<file path="src/design/psp_pkg.sv">
// Package for the parallax starfield plotter: shared constants, types and helpers.
// No dependencies; every other design file refers to it by scoped names.
package psp_pkg;

  // Widths of the fixed fields.
  localparam int COORD_W = 11;
  localparam int DEPTH_W = 5;
  localparam int COLOR_W = 24;
  localparam int INDEX_W = 20;
  localparam int CENTER_W = 30;
  localparam int LEVEL_W = 8;
  localparam int DATA_W = 30;
  localparam int REG_IDX_W = 3;

  // Positions inside the field never reach 4096.
  localparam int POS_W = 12;

  // Divider widths: 32-bit dividend, divisor up to 4096, reciprocal up to 2**32.
  localparam int DIVIDEND_W = 32;
  localparam int DIVISOR_W = 13;
  localparam int RECIP_W = 33;

  // Default sizes.
  localparam int FIELD_WIDTH_DEF = 1024;
  localparam int FIELD_HEIGHT_DEF = 1024;
  localparam int MAX_DEPTH_DEF = 20;

  // Configuration register indexes.
  typedef enum logic [REG_IDX_W-1:0] {
    REG_CENTER_X   = 3'd0,
    REG_CENTER_Y   = 3'd1,
    REG_VIEW_LEFT  = 3'd2,
    REG_VIEW_TOP   = 3'd3,
    REG_VIEW_RIGHT = 3'd4,
    REG_VIEW_BOTTOM = 3'd5,
    REG_BG_LEVEL   = 3'd6
  } reg_index_t;

  // Pending-write mask bits, in output order.
  localparam int WR_RIGHT = 0;
  localparam int WR_DOWN = 1;
  localparam int WR_LEFT = 2;
  localparam int WR_UP = 3;
  localparam int WR_CENTER = 4;
  localparam int WR_N = 5;

  // One star after placement, as handed to the write sequencer.
  typedef struct packed {
    logic [INDEX_W-1:0] idx;
    logic [COLOR_W-1:0] color;
    logic [COLOR_W-1:0] spike;
    logic [WR_N-1:0]    mask;
  } psp_star_t;

  // Largest of the three 8-bit channels of a packed color.
  function automatic logic [7:0] max_channel(input logic [COLOR_W-1:0] c);
    logic [7:0] m;
    begin
      m = (c[23:16] > c[15:8]) ? c[23:16] : c[15:8];
      max_channel = (m > c[7:0]) ? m : c[7:0];
    end
  endfunction

endpackage

</file>
<file path="src/design/psp_star_if.sv">


interface psp_pixel_if;
  logic valid;
  logic ready;
  logic [psp_pkg::INDEX_W-1:0] pixel_index;
  logic [psp_pkg::COLOR_W-1:0] pixel_color;
  logic last_write;

  modport source (output valid, pixel_index, pixel_color, last_write, input ready);
  modport sink (input valid, pixel_index, pixel_color, last_write, output ready);
  modport monitor (input valid, ready, pixel_index, pixel_color, last_write);
endinterface

</file>
<file path="src/design/psp_emit.sv">
// Write sequencer: holds one placed star and issues its pixel writes in order.
// Depends on psp_pkg and psp_pixel_if.
module psp_emit #(
  parameter int FIELD = psp_pkg::FIELD_WIDTH_DEF
) (
  input  logic                 clk,
  input  logic                 rst,
  input  logic                 load_valid,
  input  psp_pkg::psp_star_t   load,
  output logic                 can_load,
  psp_pixel_if.source          pixel_out
);

  localparam int IW = psp_pkg::INDEX_W;
  localparam int N = psp_pkg::WR_N;

  logic ex_valid;
  logic [N-1:0] pend;
  logic [IW-1:0] idx;
  logic [psp_pkg::COLOR_W-1:0] color, spike;
  logic [N-1:0] low_bit;
  logic accept;

  assign low_bit = pend & (N'(0) - pend);
  assign accept = pixel_out.valid && pixel_out.ready;
  assign can_load = !ex_valid || (accept && (pend == low_bit));

  // Sequencer register.
  always_ff @(posedge clk) begin
    if (rst) begin
      ex_valid <= 1'b0;
    end else if (can_load) begin
      ex_valid <= load_valid && (load.mask != '0);
    end
  end

  always_ff @(posedge clk) begin
    if (can_load) begin
      pend <= load.mask;
      idx <= load.idx;
      color <= load.color;
      spike <= load.spike;
    end else if (accept) begin
      pend <= pend & ~low_bit;
    end
  end

  // Current word: lowest pending write.
  always_comb begin
    pixel_out.valid = ex_valid;
    pixel_out.pixel_color = spike;
    pixel_out.last_write = 1'b0;
    if (pend[psp_pkg::WR_RIGHT]) begin
      pixel_out.pixel_index = idx + IW'(1);
    end else if (pend[psp_pkg::WR_DOWN]) begin
      pixel_out.pixel_index = idx + IW'(FIELD);
    end else if (pend[psp_pkg::WR_LEFT]) begin
      pixel_out.pixel_index = idx - IW'(1);
    end else if (pend[psp_pkg::WR_UP]) begin
      pixel_out.pixel_index = idx - IW'(FIELD);
    end else begin
      pixel_out.pixel_index = idx;
      pixel_out.pixel_color = color;
      pixel_out.last_write = 1'b1;
    end
  end

endmodule

</file>
<file path="src/flat_wrapper.sv">
// flat-port wrapper written by rule: the top's interface ports become plain ports
module psp_emit_flat 
#(
  parameter int FIELD = psp_pkg::FIELD_WIDTH_DEF
)
  (clk, rst, load_valid, load, can_load, pixel_out_valid, pixel_out_pixel_index, pixel_out_pixel_color, pixel_out_last_write, pixel_out_ready);
  psp_pixel_if pixel_out_i ();
  input  logic clk;
  input  logic rst;
  input  logic load_valid;
  input  psp_pkg::psp_star_t load;
  output logic can_load;
  output wire logic [$bits(pixel_out_i.valid)-1:0] pixel_out_valid;
  output wire logic [$bits(pixel_out_i.pixel_index)-1:0] pixel_out_pixel_index;
  output wire logic [$bits(pixel_out_i.pixel_color)-1:0] pixel_out_pixel_color;
  output wire logic [$bits(pixel_out_i.last_write)-1:0] pixel_out_last_write;
  input wire logic [$bits(pixel_out_i.ready)-1:0] pixel_out_ready;
  assign pixel_out_valid = pixel_out_i.valid;
  assign pixel_out_pixel_index = pixel_out_i.pixel_index;
  assign pixel_out_pixel_color = pixel_out_i.pixel_color;
  assign pixel_out_last_write = pixel_out_i.last_write;
  assign pixel_out_i.ready = pixel_out_ready;
  psp_emit #(.FIELD(FIELD)) u_core (.clk(clk), .rst(rst), .load_valid(load_valid), .load(load), .can_load(can_load), .pixel_out(pixel_out_i));
endmodule
</file>
<file path="config.mk">
export PLATFORM = sky130hd
export DESIGN_NAME = psp_emit_flat
export DESIGN_NICKNAME = d
export VERILOG_FILES = /design/src/design/psp_pkg.sv /design/src/design/psp_star_if.sv /design/src/design/psp_emit.sv /design/src/flat_wrapper.sv
export SDC_FILE = /design/constraint.sdc
export NUM_CORES = 1
export LEC_CHECK = 0
export ABC_AREA = 0
export BUFFER_PORTS_ARGS = -buffer_cell sky130_fd_sc_hd__buf_2
export CORE_MARGIN = 4
export CORE_UTILIZATION = 46
export DETAILED_ROUTE_END_ITERATION = 7
export PLACE_DENSITY_LB_ADDON = 0.25
export SLEW_MARGIN = 20
export SYNTH_ARGS = -nofsm -noshare
export SYNTH_HDL_FRONTEND = slang
export SYNTH_SLANG_ARGS = --single-unit
</file>
<file path="constraint.sdc">
create_clock -name clk -period 7.2 [get_ports clk]
set_clock_uncertainty 0.1 [all_clocks]
set_input_delay 1.44 -clock clk [delete_from_list [all_inputs] [get_ports clk]]
set_output_delay 1.44 -clock clk [all_outputs]
set_load 0.02 [all_outputs]
</file>
# Word-level counts from Yosys, hierarchy flattened
# Cells that the tools add are included.
dict set report totals {
  regBits 74
  latchBits 0
  ram_bits 0
  romBits 0
  inputBits 77
  n_memories 0
}
dict set report op_classes {
  addsub 5
  mul 0
  div_mod_pow 0
  order_cmp 0
  eq_ne 1
  n_shift 0
  muxes 14
  bitwise 3
  n_reduce_logical 7
}
# cell n
set ops {}
lappend ops {{$mux 24} 4}
lappend ops {{$mux 20} 4}
lappend ops {{$add 20x1->20 const B} 1}
lappend ops {{$add 20x11->20 const B} 1}
lappend ops {{$sub 20x1->20 const B} 1}
lappend ops {{$sub 20x11->20 const B} 1}
lappend ops {{$and 5x5->5} 2}
lappend ops {{$mux 5} 2}
lappend ops {{$eq 5x5->1} 1}
lappend ops {{$not 5->5} 1}
lappend ops {{$reduce_bool 5->1} 1}
lappend ops {{$sub 1x5->5 const A} 1}
lappend ops {{$mux 1} 4}
lappend ops {{$logic_and 1x1->1} 3}
lappend ops {{$reduce_bool 2->1} 1}
lappend ops {{$logic_not 1->1} 1}
lappend ops {{$logic_or 1x1->1} 1}

# Logic depth before layout (Yosys ltp)
dict set report depth {
  ltp_word 6
  mapped_depth 8
  ltp_nobuf 7
}

# Worst setup path after synthesis
# OpenSTA, ideal clock, no wires.
dict set report synth_timing {
  kind {input to output}
  from {in pixel_out_ready}
  to {out can_load}
  arrival_time_ps 2624
  path_slack_ps 3036
  cell_stages 4
  path_buffers 1
  path_cell_list {o21ai_1 -> and2_1 -> clkbuf_1 -> inv_2}
}
dict set report synth_via {
  elab_chain_cells 3
}
# element line
set synth_lines {}
lappend synth_lines {{start: declaration} flat_wrapper.sv:17} ;# input wire logic [$bits(pixel_out_i.ready)-1:0] pixel_out_ready;
lappend synth_lines {{$logic_and 1x1->1} psp_emit.sv:25} ;# assign accept = pixel_out.valid && pixel_out.ready;
lappend synth_lines {{$logic_and 1x1->1} psp_emit.sv:26} ;# assign can_load = !ex_valid || (accept && (pend == low_bit));
lappend synth_lines {{$logic_or 1x1->1} psp_emit.sv:26}
lappend synth_lines {{end: declaration} flat_wrapper.sv:12} ;# output logic can_load;
# No other way between the ends.

# Worst setup path in the final report
dict set report layout_timing {
  from {reg u_core.pend[0]}
  to {out pixel_out_pixel_color[23]}
}
dict set report layout_via {
  elab_chain_cells 1
}
# element line
set layout_lines {}
lappend layout_lines {{start: declaration} psp_emit.sv:18} ;# logic [N-1:0] pend;
lappend layout_lines {{start signal: assignment} psp_emit.sv:39} ;# pend <= load.mask;
lappend layout_lines {{start signal: assignment} psp_emit.sv:44} ;# pend <= pend & ~low_bit;
lappend layout_lines {{$mux 24} psp_emit.sv:53} ;# if (pend[psp_pkg::WR_RIGHT]) begin
lappend layout_lines {{end: declaration} flat_wrapper.sv:15} ;# output wire logic [$bits(pixel_out_i.pixel_color)-1:0] pixel_out_pixel_color;
# No other way between the ends.

==> flow_metrics.py <==
metrics = {
    "outcome": {
        "status": "finished clean",
    },
    "timing": {
        "setup_slack_ps": 3110,
        "min_period_over_period": 0.568,
        "maxSlewViolCount": 0,
        "rsz0062_at_grt": "no",
        "min_period_ps": 4090,
        "finalHoldViolCount": 0,
        "finalSetupViolCount": 0,
        "tns_ps": 0,
        "tightest_slew_ps": 857,
        "max_slew_margin": 0.428,
        "maxClockFrequency_mhz": 245,
    },
    "clocking": {
        "cts_resized": 0,
        "clockBufferDepth": 2,
        "cts_setup_buffers": 0,
        "cts.sinks": 74,
        "ctsHoldBuffers": 0,
        "worst_skew_pair.late_latency_ps": 340,
        "cts_root_buf": "clkbuf_8",
        "clk_pin_slew_worst_paths_ps": 80,
        "htreeDepth": 3,
        "tritoncts": "yes",
        "cts_made_buffers": 9,
    },
    "critical_path": {
        "critical_path_cell_count": 5,
        "cp.required_ps": 5660,
        "crit_start": "u_core.pend[0]",
        "r2r-start": "u_core.pend[2]",
        "worstRegToRegCells": 6,
        "critPathMaxStageDelay_ps": 670,
        "cp.arrival_ps": 2550,
        "crit_path_end_kind": "output port",
        "rr_endpoint": "u_core.idx[5]",
        "path_cells": "or2_1, nor3_4, buf_4, mux2_1, buf_2",
        "critPathCapture": "pixel_out_pixel_color[23]",
        "path_max_fanout": 26,
        "r2r_slack_ps": 4450,
        "slowest_stage": "edfxtp_1",
        "cp_top_family": "flip-flops",
        "start_kind": "register",
        "crit_buf_inv": 2,
        "path_class": "register to output port",
    },
    "logic_synthesis": {
        "syn_inst": 256,
        "syn-num-nets": 337,
        "yosysSeqAreaShare": 0.623,
        "synth_warnings": 0,
        "synth_area_um2": 3550,
        "synthMostInstantiatedCell": "edfxtp_1",
        "ys_ff_latch": 74,
        "synth.largest_area_cell": "edfxtp_1",
        "yosysUniqueCellTypes": 53,
        "synth_top_area_frac": 0.618,
        "postSynthAreaPerCell_um2": 13.9,
        "synthFlopType": "edfxtp_1",
        "synth_common_cells": "73 x edfxtp_1, 25 x mux2_1, 15 x nand2_1, 12 x xnor2_1, 11 x nand3_1",
        "synth-edff-count": 73,
        "ys_top_cells_by_area": "edfxtp_1 62%, mux2_1 7.9%, xnor2_1 3.0%, xor2_1 2.0%, nand2_1 1.6%",
        "async_reset_ff_frac": 0,
    },
    "die": {
        "core_um2": 7370,
        "fp.dieArea_um2": 9190,
        "fp.dieW_um": 95.8,
        "io_pins": 124,
        "die_y_um": 95.8,
        "fp-row-count": 31,
        "initial_utilization": 0.482,
    },
    "global_routing": {
        "grt-ovfl-total": 0,
        "grt_pass1_vias": 2491,
        "grt_max_degree": 72,
        "grt_first_pass_wirelength_mm": 11.7,
        "grtUsageTotal": 0.168,
        "antenna_found_initial": 1,
    },
    "cells_and_area": {
        "syn2layout_area_growth_pct": 24.8,
        "drive_gt1_frac": 0.395,
        "n_antenna_cell": 0,
        "final_nets": 461,
        "fin_util": 0.601,
    },
    "power_and_ir_drop": {
        "pwr-share-clk": 0.292,
        "combPwrFrac": 0.198,
        "p_int_uw": 774,
        "p_per_area_nw_per_um2": 249,
        "power_switching_uw": 330,
        "peakVddDrop_uv": 175,
        "switching_share": 0.299,
        "pwr-share-seq": 0.510,
        "p_leak_uw": 0.00178,
    },
    "route": {
        "routedWlPerCell_um": 15.2,
        "antenna_left": 0,
        "vias": 2489,
        "vias_per_cell": 5.14,
        "drc": 0,
        "dr.pass1.iters": 4,
        "wl_mm": 7.34,
        "drtIter0Drc": 109,
    },
    "placement": {
        "dpl_worst_slack_ps": 3470,
        "gp_congestion": 0.820,
        "portBuffers": 123,
        "hpwl_mm": 5.38,
    },
    "job": {
        "drv_cap": 0,
    },
    "hold_path": {
        "hold_path.class": "register to register",
    },
}
cell type report:
| class | count | area [um2] |
|---|---|---|
| multi-input cells | 160 | 1220 |
| flip-flops and latches | 74 | 2210 |
| inverters | 10 | 37.5 |
| well taps | 99 | 124 |
| clock buffers | 9 | 124 |
| fillers | 604 | 2940 |
| clock inverters | 7 | 76.3 |
| repair buffers | 125 | 631 |
kinds of logic (layout without fill, tap and decap cells):
group           count (synthesis)  after routing  share of synthesized area
compound gates                 36             36                     0.0744
xor+xnor                       20             20                     0.0493
fa+ha+maj                       5              5                     0.0169
buf+inv                        22            151                     0.0317
flops                          74             74                      0.623
mux                            28             28                     0.0878
simple gates                   71             71                      0.117
metal layers:
layer  vias to the layer above  global-route usage  part of all wire
li1                       1235                   -                 -
met3                        10              0.0633              0.11
met5                         -                   0            0.0016
met4                         2              0.0711             0.014
met1                      1128               0.209              0.40
met2                       114               0.263              0.47
power by group through the flow:
stage / clock (uW) / sequential (uW) / combinational [uW]
after global routing: 354 / 570 / 238
final: 323 / 563 / 218
after global placement: 0 / 573 / 218
after CTS: 334 / 564 / 221
after floorplan: 0 / 554 / 158
after detailed placement: 0 / 573 / 220
worst min-delay path: stages (launching register included):
cell       delay, ps
dfxtp_1          340
nand2_1           60
o2bb2ai_1         50
how the worst min path moves through the flow:
| stage | start | endpoint | slack [ps] | cells past startpoint |
|---|---|---|---|---|
| final | u_core.pixel_out.valid | u_core.pend[4] | 510 | 2 |
| after global routing | u_core.pixel_out.valid | u_core.pend[4] | 560 | 2 |
| after CTS | u_core.pixel_out.valid | u_core.pend[4] | 510 | 2 |
| after detailed placement | u_core.pixel_out.valid | u_core.pend[4] | 490 | 2 |
| after global placement | u_core.pixel_out.valid | u_core.pend[4] | 490 | 2 |
| after floorplan | u_core.pend[4] | u_core.pend[4] | 500 | 2 |
metrics by stage:
step	hold WS (ps)	cells	instance area (um2)	total power (uW)
detailed placement	494	468	4230	793
floorplan	501	256	3550	713
CTS	515	484	4430	1120
global route	555	484	4430	1160
finish	510	484	4430	1100
global placement	494	468	4230	791
state kept, by name, summed over array words and instances (netlist names):
register                count
u_core.color               24
u_core.idx                 20
u_core.pend                 5
u_core.pixel_out.valid      1
u_core.spike               24
placed cells by master, fill, tap and decap left out, drive strengths merged, types with 2 or more instances in the layout:
cell type / Yosys / routed
ha: 4 / 4
o32ai: 3 / 3
o41ai: 2 / 2
nor2: 6 / 6
nand4: 6 / 6
a31oi: 2 / 2
o31ai: 4 / 4
nand2b: 4 / 4
a21oi: 7 / 7
o21ai: 10 / 10
inv: 10 / 12
or4: 4 / 4
clkbuf: 3 / 9
xnor2: 12 / 12
nand2: 15 / 15
edfxtp: 73 / 73
and2: 2 / 2
or3: 2 / 2
and3: 4 / 4
buf: 9 / 125
nor3: 9 / 9
nand3: 11 / 11
mux2i: 3 / 3
nor4: 4 / 4
xor2: 8 / 8
a32o: 2 / 2
mux2: 25 / 25
clkinv: 0 / 3
nand3b: 2 / 2
Power figures use the tool's default switching activity.
