===== src/design/psp_pkg.sv =====
// Package for the parallax starfield plotter: shared constants, types and helpers.
// No dependencies; every other design file refers to it by scoped names.
package psp_pkg;

  // Widths of the fixed fields.
  localparam int COORD_W = 11;
  localparam int DEPTH_W = 5;
  localparam int COLOR_W = 24;
  localparam int INDEX_W = 20;
  localparam int CENTER_W = 30;
  localparam int LEVEL_W = 8;
  localparam int DATA_W = 30;
  localparam int REG_IDX_W = 3;

  // Positions inside the field never reach 4096.
  localparam int POS_W = 12;

  // Divider widths: 32-bit dividend, divisor up to 4096, reciprocal up to 2**32.
  localparam int DIVIDEND_W = 32;
  localparam int DIVISOR_W = 13;
  localparam int RECIP_W = 33;

  // Default sizes.
  localparam int FIELD_WIDTH_DEF = 1024;
  localparam int FIELD_HEIGHT_DEF = 1024;
  localparam int MAX_DEPTH_DEF = 20;

  // Configuration register indexes.
  typedef enum logic [REG_IDX_W-1:0] {
    REG_CENTER_X   = 3'd0,
    REG_CENTER_Y   = 3'd1,
    REG_VIEW_LEFT  = 3'd2,
    REG_VIEW_TOP   = 3'd3,
    REG_VIEW_RIGHT = 3'd4,
    REG_VIEW_BOTTOM = 3'd5,
    REG_BG_LEVEL   = 3'd6
  } reg_index_t;

  // Pending-write mask bits, in output order.
  localparam int WR_RIGHT = 0;
  localparam int WR_DOWN = 1;
  localparam int WR_LEFT = 2;
  localparam int WR_UP = 3;
  localparam int WR_CENTER = 4;
  localparam int WR_N = 5;

  // One star after placement, as handed to the write sequencer.
  typedef struct packed {
    logic [INDEX_W-1:0] idx;
    logic [COLOR_W-1:0] color;
    logic [COLOR_W-1:0] spike;
    logic [WR_N-1:0]    mask;
  } psp_star_t;

  // Largest of the three 8-bit channels of a packed color.
  function automatic logic [7:0] max_channel(input logic [COLOR_W-1:0] c);
    logic [7:0] m;
    begin
      m = (c[23:16] > c[15:8]) ? c[23:16] : c[15:8];
      max_channel = (m > c[7:0]) ? m : c[7:0];
    end
  endfunction

endpackage


===== src/design/psp_div.sv =====
// Pipelined unsigned divider by reciprocal multiplication, three register stages.
// Depends on psp_pkg for widths; the caller supplies floor(2**32 / divisor).
module psp_div (
  input  logic                             clk,
  input  logic                             en,
  input  logic [psp_pkg::DIVIDEND_W-1:0]   dividend,
  input  logic [psp_pkg::DIVISOR_W-1:0]    divisor,
  input  logic [psp_pkg::RECIP_W-1:0]      recip,
  output logic [psp_pkg::DIVIDEND_W-1:0]   quo,
  output logic [psp_pkg::DIVISOR_W-1:0]    rem
);

  localparam int AW = psp_pkg::DIVIDEND_W;
  localparam int DW = psp_pkg::DIVISOR_W;
  localparam int PW = AW + psp_pkg::RECIP_W;

  logic [PW-1:0] prod;
  logic [AW-1:0] a1, a2;
  logic [DW-1:0] d1, d2;
  logic [AW-1:0] q0, q2;
  logic [AW+DW-1:0] back;
  logic [AW-1:0] bsub;
  logic [DW:0] r;

  // Stage 1: estimate quotient, short by at most one.
  always_ff @(posedge clk) begin
    if (en) begin
      prod <= PW'(dividend) * PW'(recip);
      a1 <= dividend;
      d1 <= divisor;
    end
  end

  assign q0 = prod[PW-2 -: AW];

  // Stage 2: multiply the estimate back.
  always_ff @(posedge clk) begin
    if (en) begin
      back <= (AW+DW)'(q0) * (AW+DW)'(d1);
      q2 <= q0;
      a2 <= a1;
      d2 <= d1;
    end
  end

  // Stage 3: remainder below twice the divisor; one correction step.
  assign bsub = a2 - back[AW-1:0];
  assign r = bsub[DW:0];

  always_ff @(posedge clk) begin
    if (en) begin
      if (r >= (DW+1)'(d2)) begin
        quo <= q2 + AW'(1);
        rem <= DW'(r - (DW+1)'(d2));
      end else begin
        quo <= q2;
        rem <= DW'(r);
      end
    end
  end

endmodule


===== src/design/psp_axis.sv =====
// One axis of star placement: parallax offset, shift and wrap into the field.
// Depends on psp_pkg and psp_div; every register advances only when en is high.
module psp_axis #(
  parameter int FIELD = psp_pkg::FIELD_WIDTH_DEF,
  parameter int MAX_DEPTH = psp_pkg::MAX_DEPTH_DEF,
  parameter bit SUB = 1'b1
) (
  input  logic                           clk,
  input  logic                           en,
  input  logic [psp_pkg::COORD_W-1:0]    coord,
  input  logic [psp_pkg::DEPTH_W-1:0]    depth,
  input  logic [psp_pkg::CENTER_W-1:0]   center,
  output logic [psp_pkg::POS_W-1:0]      pos
);

  localparam int DI_W = $clog2(MAX_DEPTH + 1);
  localparam int AW = psp_pkg::DIVIDEND_W;
  localparam int DW = psp_pkg::DIVISOR_W;
  localparam int RW = psp_pkg::RECIP_W;
  localparam int CW = psp_pkg::COORD_W;
  localparam int TW = AW + 2;
  localparam logic [63:0] FIELD_RECIP = (64'd1 << 32) / 64'(FIELD);

  logic [RW-1:0] rcp_tab [MAX_DEPTH+1];
  logic [DW-1:0] sq_tab [MAX_DEPTH+1];

  // Reciprocal and square of each depth, worked out at elaboration.
  for (genvar g = 0; g <= MAX_DEPTH; g++) begin : g_tab
    if (g == 0) begin : g_zero
      assign rcp_tab[g] = RW'(1);
      assign sq_tab[g] = DW'(1);
    end else begin : g_nz
      localparam logic [63:0] RV = (64'd1 << 32) / 64'(g * g);
      assign rcp_tab[g] = RW'(RV);
      assign sq_tab[g] = DW'(g * g);
    end
  end

  logic [DI_W-1:0] didx;
  logic [AW-1:0] c4, cmag;

  // Clamp depth; take magnitude of four times the center.
  assign didx = (32'(depth) > MAX_DEPTH) ? DI_W'(MAX_DEPTH) : DI_W'(depth);
  assign c4 = {center, 2'b00};
  assign cmag = c4[AW-1] ? (AW'(0) - c4) : c4;

  logic [AW-1:0] a0;
  logic [DW-1:0] d0;
  logic [RW-1:0] r0;
  logic neg0, zero0;
  logic [CW-1:0] coord0;

  // Stage A0: operand register.
  always_ff @(posedge clk) begin
    if (en) begin
      a0 <= cmag;
      d0 <= sq_tab[didx];
      r0 <= rcp_tab[didx];
      neg0 <= center[psp_pkg::CENTER_W-1];
      zero0 <= (didx == '0);
      coord0 <= coord;
    end
  end

  logic [AW-1:0] q1;
  logic [DW-1:0] rem1;

  psp_div u_pdiv (
    .clk(clk), .en(en), .dividend(a0), .divisor(d0), .recip(r0), .quo(q1), .rem(rem1)
  );

  logic [2:0] neg_d, zero_d;
  logic [CW-1:0] coord_d [3];

  // Sideband alongside the offset divider.
  always_ff @(posedge clk) begin
    if (en) begin
      neg_d <= {neg_d[1:0], neg0};
      zero_d <= {zero_d[1:0], zero0};
      coord_d[0] <= coord0;
      coord_d[1] <= coord_d[0];
      coord_d[2] <= coord_d[1];
    end
  end

  logic [AW-1:0] off;
  logic sub_eff;
  logic [TW-1:0] t;
  logic [AW-1:0] tmag;
  logic [AW-1:0] a4;
  logic tneg4;

  // Shifted coordinate; sign of the offset follows the center.
  assign off = zero_d[2] ? AW'(1) : q1;
  assign sub_eff = SUB ^ (neg_d[2] & ~zero_d[2]);
  assign t = sub_eff ? (TW'(coord_d[2]) - TW'(off)) : (TW'(coord_d[2]) + TW'(off));
  assign tmag = t[TW-1] ? AW'(TW'(0) - t) : AW'(t);

  // Stage A4: magnitude of shifted coordinate.
  always_ff @(posedge clk) begin
    if (en) begin
      a4 <= tmag;
      tneg4 <= t[TW-1];
    end
  end

  logic [AW-1:0] q5;
  logic [DW-1:0] rem5;

  psp_div u_wdiv (
    .clk(clk), .en(en), .dividend(a4), .divisor(DW'(FIELD)), .recip(RW'(FIELD_RECIP)),
    .quo(q5), .rem(rem5)
  );

  logic [2:0] tneg_d;

  always_ff @(posedge clk) begin
    if (en) begin
      tneg_d <= {tneg_d[1:0], tneg4};
    end
  end

  // Wrap negative values up into the field.
  always_ff @(posedge clk) begin
    if (en) begin
      if (tneg_d[2] && rem5 != '0) begin
        pos <= psp_pkg::POS_W'(DW'(FIELD) - rem5);
      end else begin
        pos <= psp_pkg::POS_W'(rem5);
      end
    end
  end

  // Quotient of the wrap and remainder of the offset are not needed.
  logic unused_q;
  assign unused_q = ^{q5, rem1};

endmodule


===== config.mk =====
export PLATFORM = sky130hd
export DESIGN_NAME = psp_axis
export DESIGN_NICKNAME = d
export VERILOG_FILES = /design/src/design/psp_pkg.sv /design/src/design/psp_div.sv /design/src/design/psp_axis.sv
export SDC_FILE = /design/constraint.sdc
export NUM_CORES = 2
export LEC_CHECK = 0
export ABC_CLOCK_PERIOD_IN_PS = 7500
export BUFFER_PORTS_ARGS = -buffer_cell sky130_fd_sc_hd__buf_2
export CAP_MARGIN = 30
export CORE_MARGIN = 10
export CORE_UTILIZATION = 40
export CTS_BUF_LIST = sky130_fd_sc_hd__clkbuf_4
export DETAILED_ROUTE_END_ITERATION = 8
export PLACE_DENSITY = 0.57
export SYNTH_ARGS = -nofsm -noshare
export SYNTH_HDL_FRONTEND = slang
export SYNTH_SLANG_ARGS = --single-unit
export TNS_END_PERCENT = 100

===== constraint.sdc =====
create_clock -name clk -period 7.5 [get_ports clk]
set_input_delay 0.75 -clock clk [delete_from_list [all_inputs] [get_ports clk]]
set_output_delay 0.75 -clock clk [all_outputs]
set_load 0.1 [all_outputs]

# --- Word level (Yosys, flattened, before mapping) ---
# Memory sizes are Yosys's and may differ from the RTL's. A register that Yosys moved wholly into a read port is not among the register bits.
# Index checks and enable logic that the tools add are counted.
# W data, S select, Z words.
totals:
  ff_bits: 322
  latchBits: 0
  ramBits: 33
  mem_bits_ro: 1472
  inputBits: 48
  output_inout_bits: 12
  elab_cells: 56
  n_memories: 3
memory_table:
  columns: ["memory", "depth", "word_bits", "read_ports", "rd_ports_with_merged_regs", "wr", "line_no", "source"]
  rows:
  - ["(name not given)", 32, 33, 1, 1, 0, "psp_axis.sv:58", "r0 <= rcp_tab[didx];"]
  - ["(name not given)", 32, 13, 1, 1, 0, "psp_axis.sv:57", "d0 <= sq_tab[didx];"]
  - ["coord_d", 3, 11, 3, 0, 3, "psp_axis.sv:73", "logic [CW-1:0] coord_d [3];"]
classes:
  add_sub_neg: 9
  mul: 2
  div_mod_pow: 0
  magnitude_cmp: 3
  n_eq_ne: 0
  shifts: 0
  muxes: 10
  bitwise: 3
  reduce_logical: 3
ops:
  columns: ["op", "n"]
  rows:
  - ["$mul A32 B33 Y64", 1]
  - ["$mux W32", 2]
  - ["$mux W34", 1]
  - ["$add A11 B32 Y33", 1]
  - ["$sub A11 B32 Y33", 1]
  - ["$add A32 B1 Y32 const B", 1]
  - ["$mul A32 B13 Y14", 1]
  - ["$sub A1 B32 Y32 const A", 1]
  - ["$mux W31", 1]
  - ["$sub A14 B14 Y14", 2]
  - ["$ge A14 B11 Y1 const B", 1]
  - ["$ge A14 B13 Y1", 1]
  - ["$mux W14", 1]
  - ["$sub A1 B14 Y14 const A", 1]
  - ["$mux W13", 1]
  - ["$reduce_bool A13 Y1", 1]
  - ["$sub A13 B11 Y13 const B", 1]
  - ["$mux W12", 1]
  - ["$sub A11 B12 Y12 const A", 1]
  - ["$not A5 Y6", 1]
  - ["$gt A5 B5 Y1 const B", 1]
  - ["$logic_not A5 Y1", 1]
  - ["$mux W5", 1]
  - ["$mux W1", 2]
  - ["3 further kinds", 3]

# --- Depth between registers and ports, before layout ---
logic_depth:
  word_depth: 5
  ltp_mapped: 30

# --- Cells and area by module ---
# Synthesis repeated with hierarchy kept, for this count alone.
hier_totals:
  hier_cells: 9921
  area_unflattened_um2: 96129.7
by_module_without_submodules:
  columns: ["mod", "n_inst", "cells_per_inst", "area_each_um2", "seq_area_each_um2"]
  rows:
  - ["psp_div at u_pdiv", 1, 4504, 43197.7, 5315.1]
  - ["psp_div at u_wdiv", 1, 4442, 42872.4, 5315.1]
  - ["psp_axis", 1, 975, 10059.6, 5074.9]

# --- Worst setup path after synthesis ---
# Ideal clock, no wire load.
synth_timing:
  path_type: "register -> register"
  start: "register a0[17]"
  end: "register u_pdiv.prod[59], data pin"
  setup_time_ps: 262
  arrival_time_ps: 7112
  t_required_ps: 7238
  setup_slack_ps: 126
  stages_incl_launch_ff: 29
  n_path_buf: 1
  period_less_slack_ps: 7374
  cell_sequence: "edfxtp_1 clkbuf_1 and2_1 fa_1 inv_1 fa_1 inv_1 fa_1 inv_1 fa_1 inv_1 fa_1 fa_1 fa_1 inv_1 fa_1 inv_1 ha_1 and2_1 a311o_1 a211oi_1 o2111a_2 o21ai_2 a21oi_2 o21ai_2 a31oi_2 o21ai_1 a211oi_1 a21oi_1"
synth_between:
  elab_chain_len: 1
synth_lines:
  columns: ["element", "line_no", "source"]
  rows:
  - ["from (decl)", "psp_axis.sv:47", "logic [AW-1:0] a0;"]
  - ["from (signal assigned)", "psp_axis.sv:56", "a0 <= cmag;"]
  - ["$mul A32 B33 Y64", "psp_div.sv:28", "prod <= PW'(dividend) * PW'(recip);"]
  - ["to (signal assigned)", "psp_div.sv:28", null]
  - ["to (decl)", "psp_div.sv:17", "logic [PW-1:0] prod;"]
# Every way passes these cells.
# A chain may end at the register's enable or synchronous reset.

# --- Final worst setup path ---
layout_timing:
  start: "register r0[8]"
  end: "register u_pdiv.prod[59], data pin"
layout_between:
  elab_chain_len: 1
layout_lines:
  columns: ["element", "line_no", "source"]
  rows:
  - ["from (decl)", "psp_axis.sv:49", "logic [RW-1:0] r0;"]
  - ["$mul A32 B33 Y64", "psp_div.sv:28", null]
# Every way passes these cells.

==> impl_summary.md <==
Worst hold path
The worst min-delay path class is input port to flip-flop.

STA
The final hold violation count is 0. Across all setup checks in the final design, the least slack found is -262 ps. The time the worst path needs with I/O delays and setup is 7760 ps. For the pin with the worst max-slew slack, the measured transition is 939 ps.

The ratio of final minimum period to clock period is 103%. The total of endpoints with negative setup slack in the final report is 20. The setup clock skew after layout is 57.5 ps. Setup repair after global routing could not meet its margin everywhere. Derived from the worst setup path, the maximum achievable clock frequency is 129 MHz. The worst pin sits at a relative slew slack of 37.0%. The total count of max-transition violations in the final report came to 0.

Logic synthesis
Of all cell types, the one taking the most synthesized area is sky130_fd_sc_hd__fa_1. After synthesis, flip-flops and latches occupy 21.0% of the total area. The dominant register cell in the synthesized netlist is sky130_fd_sc_hd__edfxtp_1. The synthesized area per cell is 10.1 µm². For this run, asynchronously set or reset flops after synthesis account for 0%.

In this run the biggest area consumer among cell types represents 36.4% of the synthesized area. The total number of yosys warnings is 0. The flip-flop and latch count after synthesis is 327.

The cell count after synthesis came out at 4,639. The most common cell in the synthesized netlist is sky130_fd_sc_hd__inv_1. By area the synthesized netlist is led by sky130_fd_sc_hd__fa_1, sky130_fd_sc_hd__edfxtp_1, sky130_fd_sc_hd__ha_1, sky130_fd_sc_hd__inv_1, sky130_fd_sc_hd__and2_1. The synthesized design contains 327 enable-type register cells.

The netlist uses 70 different library cells. After synthesis, the most frequently instantiated cells are sky130_fd_sc_hd__inv_1, sky130_fd_sc_hd__fa_1, sky130_fd_sc_hd__nand2_1. The post-synthesis instance area is 46,700 µm².

Placed design
The placed wire-length estimate is 96,100 µm. Buffers placed on the I/O ports in this run total 59. The placed instance count is 6,286. The cell area after placement is 50,700 µm².

At the end of routability-driven placement, the weighted congestion stood at 0.863.

Run status
The checks that failed: negative setup slack. The run finished, with violations left.

Critical path
The library cell appearing most often on the critical path is sky130_fd_sc_hd__fa_1. The top fanout value on the critical path is 4. STA puts the critical path data required time at 8070 ps. STA classifies the critical path startpoint as a flip-flop. For this run, the slowest stage of the critical path takes 590 ps.

STA classifies the critical path endpoint as a flip-flop. For this design, the slowest cell found on the critical path is sky130_fd_sc_hd__fa_1. The type of the setup path with the least slack is flip-flop to flip-flop. At the worst endpoint, the arrival time is 8330 ps.

GRT
The number of antenna violations at the first check in global routing is 9. In the global route stage, overall resource usage came out at 19.0%. The first global-routing pass estimated 196,000 µm of wire.

The number of global-route vias before repair came to 34,700. The final global-route overflow total is 0. Entering global routing, the biggest net connects 152 pins.

Route
Summed over all layers, the routed wires come to 122,000 µm. The via density per instance is 4.93. In the final routed layout, each cell accounts on average for 18.7 µm. In the routed design, unresolved DRC markers number 0.

The routed via count is 32,200. The initial detailed-routing violation count is 1,788. The pre-antenna-repair detailed-routing pass consisted of 8 iterations. In this run the remaining antenna-violating nets after routing total 0.

Layout
The filler-free cell count of the finished design is 6,533. Fill cells in the final layout number 11,000. Summing all non-filler instances in the final layout gives an area of 53,500 µm². The signed area change from the synthesized netlist to the final layout is 14.6%. The fraction of layout instances using a drive strength above 1 is 14.4%. Cells fill 46.1% of the core in the end. The count of nets after finishing is 6,250.

Floorplanning
The floorplan die area is 131,000 µm². The number of top-level design ports is 60. The die is 362 µm wide. The floorplan step defined a core boundary enclosing 116,000 µm².

The height of the die is 362 µm. The initial cell density of the core is 40.2%. Row generation in the floorplan step produced 125 rows.

CTS
After clock tree synthesis, the clock-pin slew on the worst setup and hold paths is 70 ps. The number of buffers inserted during clock tree synthesis is 92. Counting along the longest clock path gives a buffer depth of 3.

The clock net in this run drives a total of 327 sinks. The root cell of the clock tree is sky130_fd_sc_hd__clkbuf_4. The CTS tree is done.

At the later pin of the worst-skew pair, clock insertion delay measures 880 ps. The number of levels in the clock H-tree is 3.

Run
The tool flagged a number of max-cap violations equal to 0.
## path summary, 6_finish.rpt
check | startpoint | endpoint | slack (ps) | cells after the start
max | r0[8] | u_pdiv.prod[59] | -260 | 29
min | coord[6] | coord0[6] | 100 | 1
max reg2reg | r0[8] | u_pdiv.prod[59] | -260 | 29
min reg2reg | d0[2] | u_pdiv.d1[2] | 410 | 0
## area by class of cell
type / count / area (µm²) / share of cell area [%]
multi-input cells: 3062 / 32800 / 61.3
inverters: 1029 / 3860 / 7.22
diodes: 4 / 10.0 / 0.0187
clock buffers: 127 / 953 / 1.78
clock inverters: 35 / 206 / 0.386
flip-flops and latches: 327 / 9820 / 18.4
well taps: 1524 / 1910 / 3.56
repair buffers: 425 / 3940 / 7.36
## per-stage QoR
stage | TNS, ps | hold slack [ps] | worst slack [ps]
2_1_floorplan | 0 | 400 | 126
3_3_place_gp | -12230 | 400 | -738
3_5_place_dp | -12520 | 405 | -742
4_1_cts | -1620 | 1.11 | -204
5_1_grt | -5970 | 11.1 | -403
6_report | -2720 | 104 | -262
## worst max-delay path, delay by kind of cell, from the launching register on
kind | cells | cell delay, ps
buffers and inverters | 8 | 780
AND/OR/NAND/NOR | 2 | 290
AO/OA/AOI/OAI | 10 | 1660
adder cells (fa/ha/maj) | 9 | 4270
flip-flops | 1 | 430
## metal layers
layer  global-route usage (%)  part of all wire [%]
met5                        0                 0.029
met4                     4.98                   2.6
met3                     2.42                   4.8
met2                     31.7                    48
met1                     26.1                    44
## state kept, by name, indices dropped and copies added, names as in the netlist, 14 cells and up
signal and flops:
a0 30, coord_d 33, r0 31, u_pdiv.back 14, u_pdiv.prod 32, u_pdiv.q2 32, u_pdiv.quo 32
## logic make-up (layout without fill, tap and decap cells)
kind of cell	after synthesis	count (layout)	synth area share [%]
AO/OA/AOI/OAI	299	299	4.11
XOR/XNOR	147	147	2.76
flip-flops	327	327	21.0
multiplexers	7	7	0.155
other	1	6	0.00803
adder cells (fa/ha/maj)	1265	1265	47.5
buffers and inverters	1251	1616	10.1
AND/OR/NAND/NOR	1342	1342	14.3
## repair_timing
action / 4_1_cts / 5_1_grt
resized for setup: 123 / 99
hold endpoints to repair: 9 / 0
pin swaps: 77 / 101
hold buffers: 9 / 0
cloned: 3 / 4
setup endpoints to repair: 29 / 29
setup buffers: 51 / 20
## cell usage in the layout (no fill, tap or decap), types with 11 or more instances in the layout
| cell | count |
|---|---|
| sky130_fd_sc_hd__inv_1 | 1002 |
| sky130_fd_sc_hd__fa_1 | 807 |
| sky130_fd_sc_hd__nand2_1 | 591 |
| sky130_fd_sc_hd__and2_1 | 474 |
| sky130_fd_sc_hd__ha_1 | 403 |
| sky130_fd_sc_hd__edfxtp_1 | 327 |
| sky130_fd_sc_hd__buf_4 | 266 |
| sky130_fd_sc_hd__clkbuf_4 | 127 |
| sky130_fd_sc_hd__xnor2_1 | 92 |
| sky130_fd_sc_hd__a21oi_1 | 89 |
| sky130_fd_sc_hd__nor2_1 | 78 |
| sky130_fd_sc_hd__buf_2 | 59 |
| sky130_fd_sc_hd__o21ai_0 | 49 |
| sky130_fd_sc_hd__xor2_1 | 48 |
| sky130_fd_sc_hd__buf_12 | 47 |
| sky130_fd_sc_hd__fa_2 | 41 |
| sky130_fd_sc_hd__buf_6 | 33 |
| sky130_fd_sc_hd__nor3_1 | 32 |
| sky130_fd_sc_hd__a21o_1 | 31 |
| sky130_fd_sc_hd__inv_2 | 27 |
| sky130_fd_sc_hd__clkinv_1 | 26 |
| sky130_fd_sc_hd__and2_4 | 25 |
| sky130_fd_sc_hd__nand2b_1 | 23 |
| sky130_fd_sc_hd__nand3_1 | 22 |
| sky130_fd_sc_hd__nand4_1 | 17 |
| sky130_fd_sc_hd__o21a_1 | 15 |
| sky130_fd_sc_hd__ha_4 | 14 |
| sky130_fd_sc_hd__o31ai_1 | 13 |
| sky130_fd_sc_hd__o21bai_1 | 12 |
| sky130_fd_sc_hd__and3_1 | 11 |
| sky130_fd_sc_hd__a21oi_2 | 11 |
Power is not shown: default switching activity piles up to over one toggle a cycle in this logic, so the estimate is an artifact.
